===== src/rtl/core/fcr_pkg.sv =====
// shared types, constants and helpers for the fan curve block
`default_nettype none

package fcr_pkg;

	localparam int unsigned BYTE_W        = 8;
	localparam int unsigned SLOT_CNT      = 8;
	localparam int unsigned SLOT_IDX_W    = 3;
	localparam int unsigned PACK_W        = BYTE_W * SLOT_CNT;
	localparam int unsigned COUNT_W       = 4;
	localparam int unsigned CFG_IDX_W     = 2;
	localparam int unsigned CFG_DATA_W    = PACK_W;
	localparam int unsigned IN_DATA_W     = 8;
	localparam int unsigned OUT_DATA_W    = 16;
	localparam int unsigned ACC_W         = 2 * BYTE_W + 1;
	localparam int unsigned DEF_MAX_POINTS = 8;

	localparam logic [COUNT_W-1:0] POINT_COUNT_RST = 4'd2;
	localparam logic [BYTE_W-1:0]  RAMP_STEP_RST   = 8'd255;
	localparam logic [BYTE_W-1:0]  DUTY_RST        = 8'd255;

	typedef enum logic [CFG_IDX_W-1:0] {
		REG_POINT_COUNT = 2'd0,
		REG_TEMP_POINTS = 2'd1,
		REG_DUTY_POINTS = 2'd2,
		REG_RAMP_STEP   = 2'd3
	} fcr_reg_t;

	typedef enum logic [1:0] {
		ST_IDLE,
		ST_MUL,
		ST_DIV,
		ST_RAMP
	} fcr_state_t;

	function automatic logic [BYTE_W-1:0] byte_at(input logic [PACK_W-1:0] packed_v,
		input logic [SLOT_IDX_W-1:0] idx);
		logic [PACK_W-1:0] sh;
		sh = packed_v >> {idx, 3'b000};
		return sh[BYTE_W-1:0];
	endfunction

endpackage

`default_nettype wire


===== src/rtl/core/fan_curve_with_pwm_ramp.sv =====
// fan curve lookup with serial interpolation and duty slew limiting
`default_nettype none

// Each temperature sample on the s_ side yields one result on the m_ side: the duty read
// off a piecewise-linear curve of up to MAX_POINTS points (target_duty), the duty after
// the ramp limit (duty_out) and a flag that the duty moved (duty_changed, on m_tuser).
// Samples outside the curve or on a clamped segment go from IDLE straight to RAMP;
// samples between two points pass through a bit-serial multiply-accumulate (MUL)
// and then a restoring divider giving one quotient bit per cycle (DIV) before RAMP.
// One sample is in work at a time; a finished result waits in the output register while
// the next sample is taken. Duty resets to full speed (255).
// Configuration writes are accepted at any time but are meant for an idle block.
module fan_curve_with_pwm_ramp #(
	parameter int unsigned MAX_POINTS = fcr_pkg::DEF_MAX_POINTS
) (
	input  wire logic                            clk,
	input  wire logic                            arst_n,
	// configuration write channel
	input  wire logic                            cfg_valid,
	output logic                                 cfg_ready,
	input  wire logic [fcr_pkg::CFG_IDX_W-1:0]   cfg_index,
	input  wire logic [fcr_pkg::CFG_DATA_W-1:0]  cfg_data,
	// sample input
	input  wire logic                            s_tvalid,
	output logic                                 s_tready,
	input  wire logic [fcr_pkg::IN_DATA_W-1:0]   s_tdata,   // [7:0] temperature
	// result output
	output logic                                 m_tvalid,
	input  wire logic                            m_tready,
	output logic [fcr_pkg::OUT_DATA_W-1:0]       m_tdata,   // [7:0] duty_out, [15:8] target_duty
	output logic                                 m_tuser    // [0] duty_changed
);

	import fcr_pkg::*;

	// configuration registers
	logic [COUNT_W-1:0] point_count_q;
	logic [PACK_W-1:0]  temp_points_q;
	logic [PACK_W-1:0]  duty_points_q;
	logic [BYTE_W-1:0]  ramp_step_q;

	// control
	fcr_state_t         state_q, state_nxt;
	logic [2:0]         cnt_q;
	logic               out_valid_q;
	logic               accept;
	logic               out_load;

	// datapath
	logic [BYTE_W-1:0]  present_q;
	logic [BYTE_W-1:0]  target_q;
	logic [BYTE_W-1:0]  lo_d_q, hi_d_q;
	logic [BYTE_W-1:0]  wa_q, wb_q;
	logic [BYTE_W-1:0]  span_q;
	logic [ACC_W-1:0]   acc_q;
	logic [ACC_W-1:0]   div_q;
	logic [BYTE_W-1:0]  duty_out_q, target_out_q;
	logic               changed_q;

	// curve lookup on the incoming sample
	logic [COUNT_W-1:0]    n_eff;
	logic [SLOT_IDX_W-1:0] last_idx;
	logic [SLOT_IDX_W-1:0] seg_idx;
	logic [SLOT_IDX_W-1:0] hi_idx;
	logic                  seg_found;
	logic [BYTE_W-1:0]     t_in, lo_t, hi_t, lo_d, hi_d;
	logic                  direct;
	logic [BYTE_W-1:0]     direct_duty;

	always_comb begin
		if (point_count_q < 4'd2) begin
			n_eff = 4'd2;
		end else if (point_count_q > COUNT_W'(MAX_POINTS)) begin
			n_eff = COUNT_W'(MAX_POINTS);
		end else begin
			n_eff = point_count_q;
		end
		last_idx = SLOT_IDX_W'(n_eff - 4'd1);
		t_in     = s_tdata[BYTE_W-1:0];
		seg_found = 1'b0;
		seg_idx   = '0;
		// highest segment start at or below the sample wins
		for (int k = 0; k < int'(MAX_POINTS) - 1; k++) begin
			if (COUNT_W'(k) <= n_eff - 4'd2
			    && t_in >= byte_at(temp_points_q, SLOT_IDX_W'(k))) begin
				seg_found = 1'b1;
				seg_idx   = SLOT_IDX_W'(k);
			end
		end
		hi_idx = seg_idx + 3'd1;
		lo_t   = byte_at(temp_points_q, seg_idx);
		hi_t   = byte_at(temp_points_q, hi_idx);
		lo_d   = byte_at(duty_points_q, seg_idx);
		hi_d   = byte_at(duty_points_q, hi_idx);
		if (t_in >= byte_at(temp_points_q, last_idx)) begin
			direct      = 1'b1;
			direct_duty = byte_at(duty_points_q, last_idx);
		end else if (!seg_found) begin
			direct      = 1'b1;
			direct_duty = byte_at(duty_points_q, '0);
		end else if (hi_t <= t_in) begin
			// only reachable with out-of-order curve temperatures
			direct      = 1'b1;
			direct_duty = hi_d;
		end else begin
			direct      = 1'b0;
			direct_duty = '0;
		end
	end

	// serial multiply-accumulate step, msb first on both weights
	logic [ACC_W-1:0] mul_nxt;
	logic [ACC_W-1:0] num_full;
	logic             div_ge;

	always_comb begin
		mul_nxt = {acc_q[ACC_W-2:0], 1'b0}
		        + (wa_q[BYTE_W-1] ? ACC_W'(lo_d_q) : '0)
		        + (wb_q[BYTE_W-1] ? ACC_W'(hi_d_q) : '0);
		// numerator for round half up: 2*sum + span
		num_full = {mul_nxt[ACC_W-2:0], 1'b0} + ACC_W'(span_q);
		div_ge   = acc_q >= div_q;
	end

	// slew limit
	logic [BYTE_W-1:0] step_eff;
	logic [BYTE_W:0]   up_sum;
	logic [BYTE_W-1:0] duty_nxt;

	always_comb begin
		step_eff = (ramp_step_q == '0) ? 8'd1 : ramp_step_q;
		up_sum   = {1'b0, present_q} + {1'b0, step_eff};
		if (present_q < target_q) begin
			duty_nxt = (up_sum > {1'b0, target_q}) ? target_q : up_sum[BYTE_W-1:0];
		end else if (present_q > target_q) begin
			if (present_q >= step_eff && (present_q - step_eff) >= target_q) begin
				duty_nxt = present_q - step_eff;
			end else begin
				duty_nxt = target_q;
			end
		end else begin
			duty_nxt = present_q;
		end
	end

	// next state
	always_comb begin
		state_nxt = state_q;
		case (state_q)
			ST_IDLE: begin
				if (s_tvalid) begin
					state_nxt = direct ? ST_RAMP : ST_MUL;
				end
			end
			ST_MUL: begin
				if (cnt_q == 3'd7) begin
					state_nxt = ST_DIV;
				end
			end
			ST_DIV: begin
				if (cnt_q == 3'd7) begin
					state_nxt = ST_RAMP;
				end
			end
			ST_RAMP: begin
				if (!out_valid_q || m_tready) begin
					state_nxt = ST_IDLE;
				end
			end
			default: state_nxt = ST_IDLE;
		endcase
	end

	// control outputs
	always_comb begin
		s_tready = 1'b0;
		out_load = 1'b0;
		case (state_q)
			ST_IDLE: s_tready = 1'b1;
			ST_RAMP: out_load = !out_valid_q || m_tready;
			default: begin
				s_tready = 1'b0;
				out_load = 1'b0;
			end
		endcase
	end

	assign accept    = s_tvalid && s_tready;
	assign cfg_ready = 1'b1;

	always_ff @(posedge clk or negedge arst_n) begin
		if (!arst_n) begin
			point_count_q <= POINT_COUNT_RST;
			temp_points_q <= '0;
			duty_points_q <= '0;
			ramp_step_q   <= RAMP_STEP_RST;
		end else if (cfg_valid && cfg_ready) begin
			case (cfg_index)
				REG_POINT_COUNT: point_count_q <= cfg_data[COUNT_W-1:0];
				REG_TEMP_POINTS: temp_points_q <= cfg_data;
				REG_DUTY_POINTS: duty_points_q <= cfg_data;
				REG_RAMP_STEP:   ramp_step_q   <= cfg_data[BYTE_W-1:0];
				default: ;
			endcase
		end
	end

	always_ff @(posedge clk or negedge arst_n) begin
		if (!arst_n) begin
			state_q     <= ST_IDLE;
			cnt_q       <= '0;
			out_valid_q <= 1'b0;
			present_q   <= DUTY_RST;
		end else begin
			state_q <= state_nxt;
			if (state_q != state_nxt) begin
				cnt_q <= '0;
			end else begin
				cnt_q <= cnt_q + 3'd1;
			end
			if (out_load) begin
				out_valid_q <= 1'b1;
				present_q   <= duty_nxt;
			end else if (m_tready) begin
				out_valid_q <= 1'b0;
			end
		end
	end

	always_ff @(posedge clk) begin
		if (accept) begin
			target_q <= direct_duty;
			lo_d_q   <= lo_d;
			hi_d_q   <= hi_d;
			wa_q     <= hi_t - t_in;
			wb_q     <= t_in - lo_t;
			span_q   <= hi_t - lo_t;
			acc_q    <= '0;
		end else if (state_q == ST_MUL) begin
			wa_q <= {wa_q[BYTE_W-2:0], 1'b0};
			wb_q <= {wb_q[BYTE_W-2:0], 1'b0};
			if (cnt_q == 3'd7) begin
				acc_q <= num_full;
				// divisor 2*span aligned to the top quotient bit
				div_q <= ACC_W'({span_q, 1'b0}) << 7;
			end else begin
				acc_q <= mul_nxt;
			end
		end else if (state_q == ST_DIV) begin
			if (div_ge) begin
				acc_q <= acc_q - div_q;
			end
			target_q <= {target_q[BYTE_W-2:0], div_ge};
			div_q    <= div_q >> 1;
		end
		if (out_load) begin
			duty_out_q   <= duty_nxt;
			target_out_q <= target_q;
			changed_q    <= duty_nxt != present_q;
		end
	end

	assign m_tvalid = out_valid_q;
	assign m_tdata  = {target_out_q, duty_out_q};
	assign m_tuser  = changed_q;

endmodule

`default_nettype wire


===== config.mk =====
export PLATFORM = sky130hd
export DESIGN_NAME = fan_curve_with_pwm_ramp
export DESIGN_NICKNAME = d
export VERILOG_FILES = /design/src/rtl/core/fcr_pkg.sv /design/src/rtl/core/fan_curve_with_pwm_ramp.sv
export SDC_FILE = /design/constraint.sdc
export NUM_CORES = 1
export LEC_CHECK = 0
export ABC_AREA = 1
export BUFFER_PORTS_ARGS = -buffer_cell sky130_fd_sc_hd__buf_2
export CELL_PAD_IN_SITES_DETAIL_PLACEMENT = 0
export CELL_PAD_IN_SITES_GLOBAL_PLACEMENT = 2
export CORE_UTILIZATION = 40
export DETAILED_ROUTE_END_ITERATION = 16
export GPL_TIMING_DRIVEN = 0
export MAX_ROUTING_LAYER = met4
export PLACE_DENSITY_LB_ADDON = 0.1
export SLEW_MARGIN = 20
export SYNTH_ARGS = -nofsm -noshare
export SYNTH_HDL_FRONTEND = slang
export SYNTH_SLANG_ARGS = --single-unit

===== constraint.sdc =====
create_clock -name clk -period 8.05 [get_ports clk]
set_input_delay 1.61 -clock clk [delete_from_list [all_inputs] [get_ports clk]]
set_output_delay 1.61 -clock clk [all_outputs]
set_load 0.005 [all_outputs]

After elaboration in Yosys (flattened, before gate mapping)
Index checks and enable logic that the tools add are counted.

$add $sub $neg: 13. Magnitude comparators: 24. Equal/unequal tests: 11. Shift-type cells: 6. Muxes and demuxes: 53. Bitwise gates (word level): 1. Reduce and logical (&&, ||, !) cells: 26.

Operators by type and width (count): $shr A64 B6 Y8 (6); $mux W8 (17); $mux W17 (7); $ge A8 B8 Y1 (10); $add A17 B8 Y17 (3); $sub A8 B8 Y8 (4); $ge A17 B17 Y1 (1); $sub A17 B17 Y17 (1); $mux W1 (15); $mux W2 (7); $le A3 B4 Y1 const A (3); $mux W3 (4); $reduce_and A2 Y1 (6); $reduce_bool A2 Y1 (5); $add A8 B8 Y9 (1); $gt A9 B8 Y1 (1); $logic_and A1 B1 Y1 (9); $eq A2 B2 Y1 const B (4); $gt A8 B8 Y1 (1); $le A1 B4 Y1 const A (2); $le A2 B4 Y1 const A (2); $le A8 B8 Y1 (1); $logic_not A8 Y1 (1); $lt A8 B8 Y1 (1); other kinds (17) (22).

Bits in registers: 253. Bits of input ports: 79. Output and inout port bits: 20. Word-level logic and storage cells: 153.

Logic depth before layout (Yosys ltp)
Depth in word-level cells: 23. Gate-level depth with buffers: 45. Depth with buffers taken out: 41.

Least setup slack after synthesis
OpenSTA, ideal clock, no wires.

Kind: input to register. Start point: input s_tdata[0] in the netlist's numbering. End point: register target_q[1] (data pin). Setup time: 0.131 ns. Arrival time: 6.023 ns. Required time: 7.919 ns. Path slack: 1.896 ns. Cell stages on the path: 41. Buffers on the path: 4. Cell sequence: inv_1 > ha_1 > nand2_1 > nand3b_1 > nand2_1 > nand2_1 > nand2_1 > nand2_1 > nand2_1 > nand2_1 > nand2_1 > nand2_1 > nand2_2 > nand2_4 > inv_2 > buf_2 > buf_6 > ha_1 > (+5 left out) > nand3_1 > nand2_1 > ha_1 > inv_1 > fa_1 > nand3_1 > nand2_1 > nand2_1 > nand2_1 > a21oi_1 > nor2_1 > nor2_1 > o21bai_1 > a22oi_1 > nand3_1 > nand2_1 > nand2_1 > nand2_1.

Word-level cells in the longest chain between the ends: 15. Elaborated cells on any way between the ends: 36. Classes of those cells: add/sub (1); order compare (9); shift (2); mux (17); reduce/logical (7).

Ends and longest elaborated chain: from (decl) (RTL line fan_curve_with_pwm_ramp.sv:26) `input wire logic [fcr_pkg::IN_DATA_W-1:0] s_tdata,`; $ge A8 B8 Y1 (RTL line fan_curve_with_pwm_ramp.sv:85) `&& t_in >= byte_at(temp_points_q, SLOT_IDX_W'(k))) begin`; $logic_and A1 B1 Y1 (RTL line fan_curve_with_pwm_ramp.sv:85); $mux W1 (RTL line fan_curve_with_pwm_ramp.sv:84) `if (COUNT_W'(k) <= n_eff - 4'd2`; $mux W2 (2 in series) (RTL line fan_curve_with_pwm_ramp.sv:84); $mux W3 (3 in series) (RTL line fan_curve_with_pwm_ramp.sv:84); $add A3 B1 Y3 (RTL line fan_curve_with_pwm_ramp.sv:90) `hi_idx = seg_idx + 3'd1;`; $shr A64 B6 Y8 (RTL line fcr_pkg.sv:39) `sh = packed_v >> {idx, 3'b000};`; $le A8 B8 Y1 (RTL line fan_curve_with_pwm_ramp.sv:101) `end else if (hi_t <= t_in) begin`; $mux W8 (RTL line fan_curve_with_pwm_ramp.sv:101); $mux W8 (RTL line fan_curve_with_pwm_ramp.sv:98) `end else if (!seg_found) begin`; $mux W8 (*) (RTL line fan_curve_with_pwm_ramp.sv:95) `if (t_in >= byte_at(temp_points_q, last_idx)) begin`; $mux W8 (*) (RTL line fan_curve_with_pwm_ramp.sv:231) `if (accept) begin`; to (signal assigned) (RTL line fan_curve_with_pwm_ramp.sv:232) `target_q <= direct_duty;`; to (signal assigned) (RTL line fan_curve_with_pwm_ramp.sv:253) `target_q <= {target_q[BYTE_W-2:0], div_ge};`; to (decl) (RTL line fan_curve_with_pwm_ramp.sv:51) `logic [BYTE_W-1:0] target_q;`.

Every way passes the cells marked *; elsewhere a longest branch is shown, timed or not. A chain may end at the register's enable or synchronous reset.

Worst setup path after layout
Start point: input s_tdata[0] in the netlist's numbering. End point: register target_q[6] (data pin).

The elaborated chain is that of the path after synthesis.

==> flow_metrics.py <==
metrics = {
    "critical_path": {
        "reg2reg_to": "target_q[6]",
        "arrival_ns": 8.12,
        "path_class": "in -> reg",
        "max_stage_delay_ns": 0.57,
        "rr_startpoint": "point_count_q[1]",
        "path_buf_inv": 7,
        "cpMaxStageDelayCell": "clkbuf_1",
        "cp-end-kind": "register",
        "worstSetupStartpointType": "input pin",
        "required_ns": 8.50,
        "crit_family": "buffers and inverters",
        "r2r_slack_ns": 0.78,
        "cpMostUsedCell": "nand2_1",
        "worstPathMaxFanout": 10,
        "worst-r2r-cell-count": 32,
    },
    "synthesis": {
        "async_flop_share_pct": 61.1,
        "synthesis.nets": 2946,
        "ys_ff_latch": 252,
        "synth_area_mm2": 0.0196,
        "synthFlopType": "dfrtp_1",
        "syn_area_per_cell_um2": 7.30,
        "ys_warn_count": 0,
        "synth-edff-count": 81,
        "synth_top_area_cell": "dfrtp_1",
        "synth_top_area_share_pct": 17.5,
        "synth_cells": 2682,
        "synth_cell_types": 60,
        "seq_area_frac_synth_pct": 33.9,
        "synth_area_leaders": "dfrtp_1 17%, edfxtp_1 12%, nand2_1 12%, ha_1 11%, o21ai_0 8.0%",
    },
    "place": {
        "port_buffers": 97,
        "gp_congestion": 1.00,
        "dpl.hpwl_mm": 62.8,
        "place_ws_ns": -0.510,
    },
    "final_layout": {
        "layout_commonest_cell": "nand2_1",
        "nets": 3076,
        "regArea_mm2": 0.00665,
        "postLayoutCoreUtil_pct": 45.8,
        "drive_gt1_share_pct": 8.89,
        "antenna_cells": 0,
        "multi_input_area_mm2": 0.0109,
        "num-fill-cells": 4984,
        "most-common-layout-cells": "609 x nand2_1, 389 x inv_1, 312 x o21ai_0",
        "area_growth_pct": 12.2,
    },
    "timing": {
        "min_period_ns": 7.67,
        "fmax_mhz": 130,
        "fin_ws_ns": 0.377,
        "skew_ns": 0.0103,
        "finalCritPeriodShare_pct": 95.3,
        "finalHoldViolCount": 0,
        "finalSetupViolations": 0,
        "worst_pin_slew_ns": 0.805,
        "grt_setup_unrepaired": "no",
        "maxSlewViolCount": 0,
        "slew_headroom_pct": 46.3,
    },
    "detailed_routing": {
        "routedWlPerCell_um": 22.5,
        "antenna_left": 0,
        "avgViaCountPerCell": 5.53,
        "first_iter_violations": 1695,
        "num_vias": 19100,
        "drc_errors": 0,
        "routed_wl_mm": 77.6,
        "firstDrtPassIters": 6,
    },
    "floorplan": {
        "die-area_mm2": 0.0499,
        "num_io_pins": 99,
        "std_cell_rows": 80,
        "die_h_um": 223,
        "core-area_mm2": 0.0480,
        "dieWidth_um": 223,
        "initial_core_util_pct": 40.8,
    },
    "clock_tree": {
        "cts-root-buf": "clkbuf_16",
        "cts_setup_buffers": 0,
        "path_clk_slew_ns": 0.06,
        "clk_path_buf_depth": 3,
        "insertion_delay_ns": 0.58,
        "ctsHtreeMaxLevel": 1,
        "cts_tree": "yes",
        "cts_buffers": 30,
        "clock_sinks": 252,
    },
    "global_routing": {
        "grt_pass1_wl_mm": 115,
        "grt_max_degree": 99,
        "grt.total_usage_pct": 31.8,
        "antenna_found_initial": 0,
        "grt_pass1_vias": 18000,
        "grt_overflow": 0,
    },
    "min_path": {
        "worstHoldStart": "cnt_q[0]",
        "hold_path_end": "cnt_q[0]",
        "hp-class": "reg -> reg",
        "worstHoldPathCells": 1,
    },
    "outcome": {
        "outcome": "finished, final reports clean",
    },
    "job": {
        "max_cap_violations": 0,
    },
}
==> cell families (layout without fill, tap and decap cells) <==
kind of cell,count (synthesis),after routing,synth area share (%)
and+or+nand+nor,963,963,20.7
AOI/OAI and AO/OA,714,714,20.5
buffers and inverters,528,682,10.6
DFF,252,252,33.9
adders and majority gates,185,185,12.4
xor gates and xnor gates,39,39,1.82
other,1,1,0.0191
==> metrics by stage <==
step | area, um^2 | hold slack (ns) | std cells | TNS (ns)
6_report | 22000 | 0.433 | 3451 | 0
5_1_grt | 22000 | 0.445 | 3451 | 0
4_1_cts | 22000 | 0.436 | 3452 | 0
3_5_place_dp | 20900 | 0.427 | 3396 | -4.51
3_3_place_gp | 20800 | 0.420 | 3394 | -4.24
2_1_floorplan | 19600 | 0.410 | 2682 | 0
==> layout make-up <==
class	instances	area share [%]
Tap cell	615	3.50
Multi-Input combinational cell	1902	49.4
Inverter	400	6.83
Clock inverter	18	1.12
Buffer	127	2.63
Timing Repair Buffer	99	2.50
Clock buffer	38	3.73
Sequential cell	252	30.2
==> how the worst max path moves through the flow <==
stage / cells past startpoint / start / to
4_1_cts: 35 / s_tdata[0] / target_q[6]
5_1_grt: 33 / s_tdata[0] / target_q[7]
3_5_place_dp: 35 / s_tdata[0] / target_q[6]
3_3_place_gp: 35 / s_tdata[0] / target_q[0]
6_report: 33 / s_tdata[0] / target_q[6]
2_1_floorplan: 41 / s_tdata[0] / target_q[1]
==> registers in the layout, indices dropped and copies added, names as in the netlist, 16 cells and up <==
register,flops
acc_q,17
temp_points_q,64
div_q,16
duty_points_q,64
==> Yosys cell counts, types with 9 or more instances <==
library cell    n
a21oi_1       224
a221oi_1        9
a31oi_1        18
and2_1         10
buf_2          26
buf_4          12
clkbuf_1       85
dfrtp_1       137
dfstp_2        17
dfxtp_1        17
edfxtp_1       81
fa_1           15
ha_1          170
inv_1         389
inv_2          11
nand2_1       609
nand3_1       164
nand3b_1       17
nand4_1        27
nor2_1        109
o211ai_1       50
o21a_1         12
o21ai_0       312
o21ai_1        35
o221ai_1       12
xnor2_1         9
xor2_1         28
==> per-layer routing <==
| metal | share of wire, % | GRT usage, % | vias to the layer above | routed length (um) |
|---|---|---|---|---|
| li1 | - | - | 9246 | - |
| met1 | 44 | 41.2 | 9054 | 34000 |
| met2 | 46 | 51.4 | 630 | 35900 |
| met3 | 5.4 | 3.21 | 140 | 4190 |
| met4 | 4.5 | 12.2 | 0 | 3480 |
| met5 | 0 | - | - | 0 |
==> timing repair <==
action | in CTS | in global routing
gates resized for setup | 0 | 1
hold buffers | 0 | 0
setup endpoints to repair | 0 | 11
endpoints found under the hold margin | 0 | 0
Power is not shown: default switching activity piles up to over one toggle a cycle in this logic, so the estimate is an artifact.
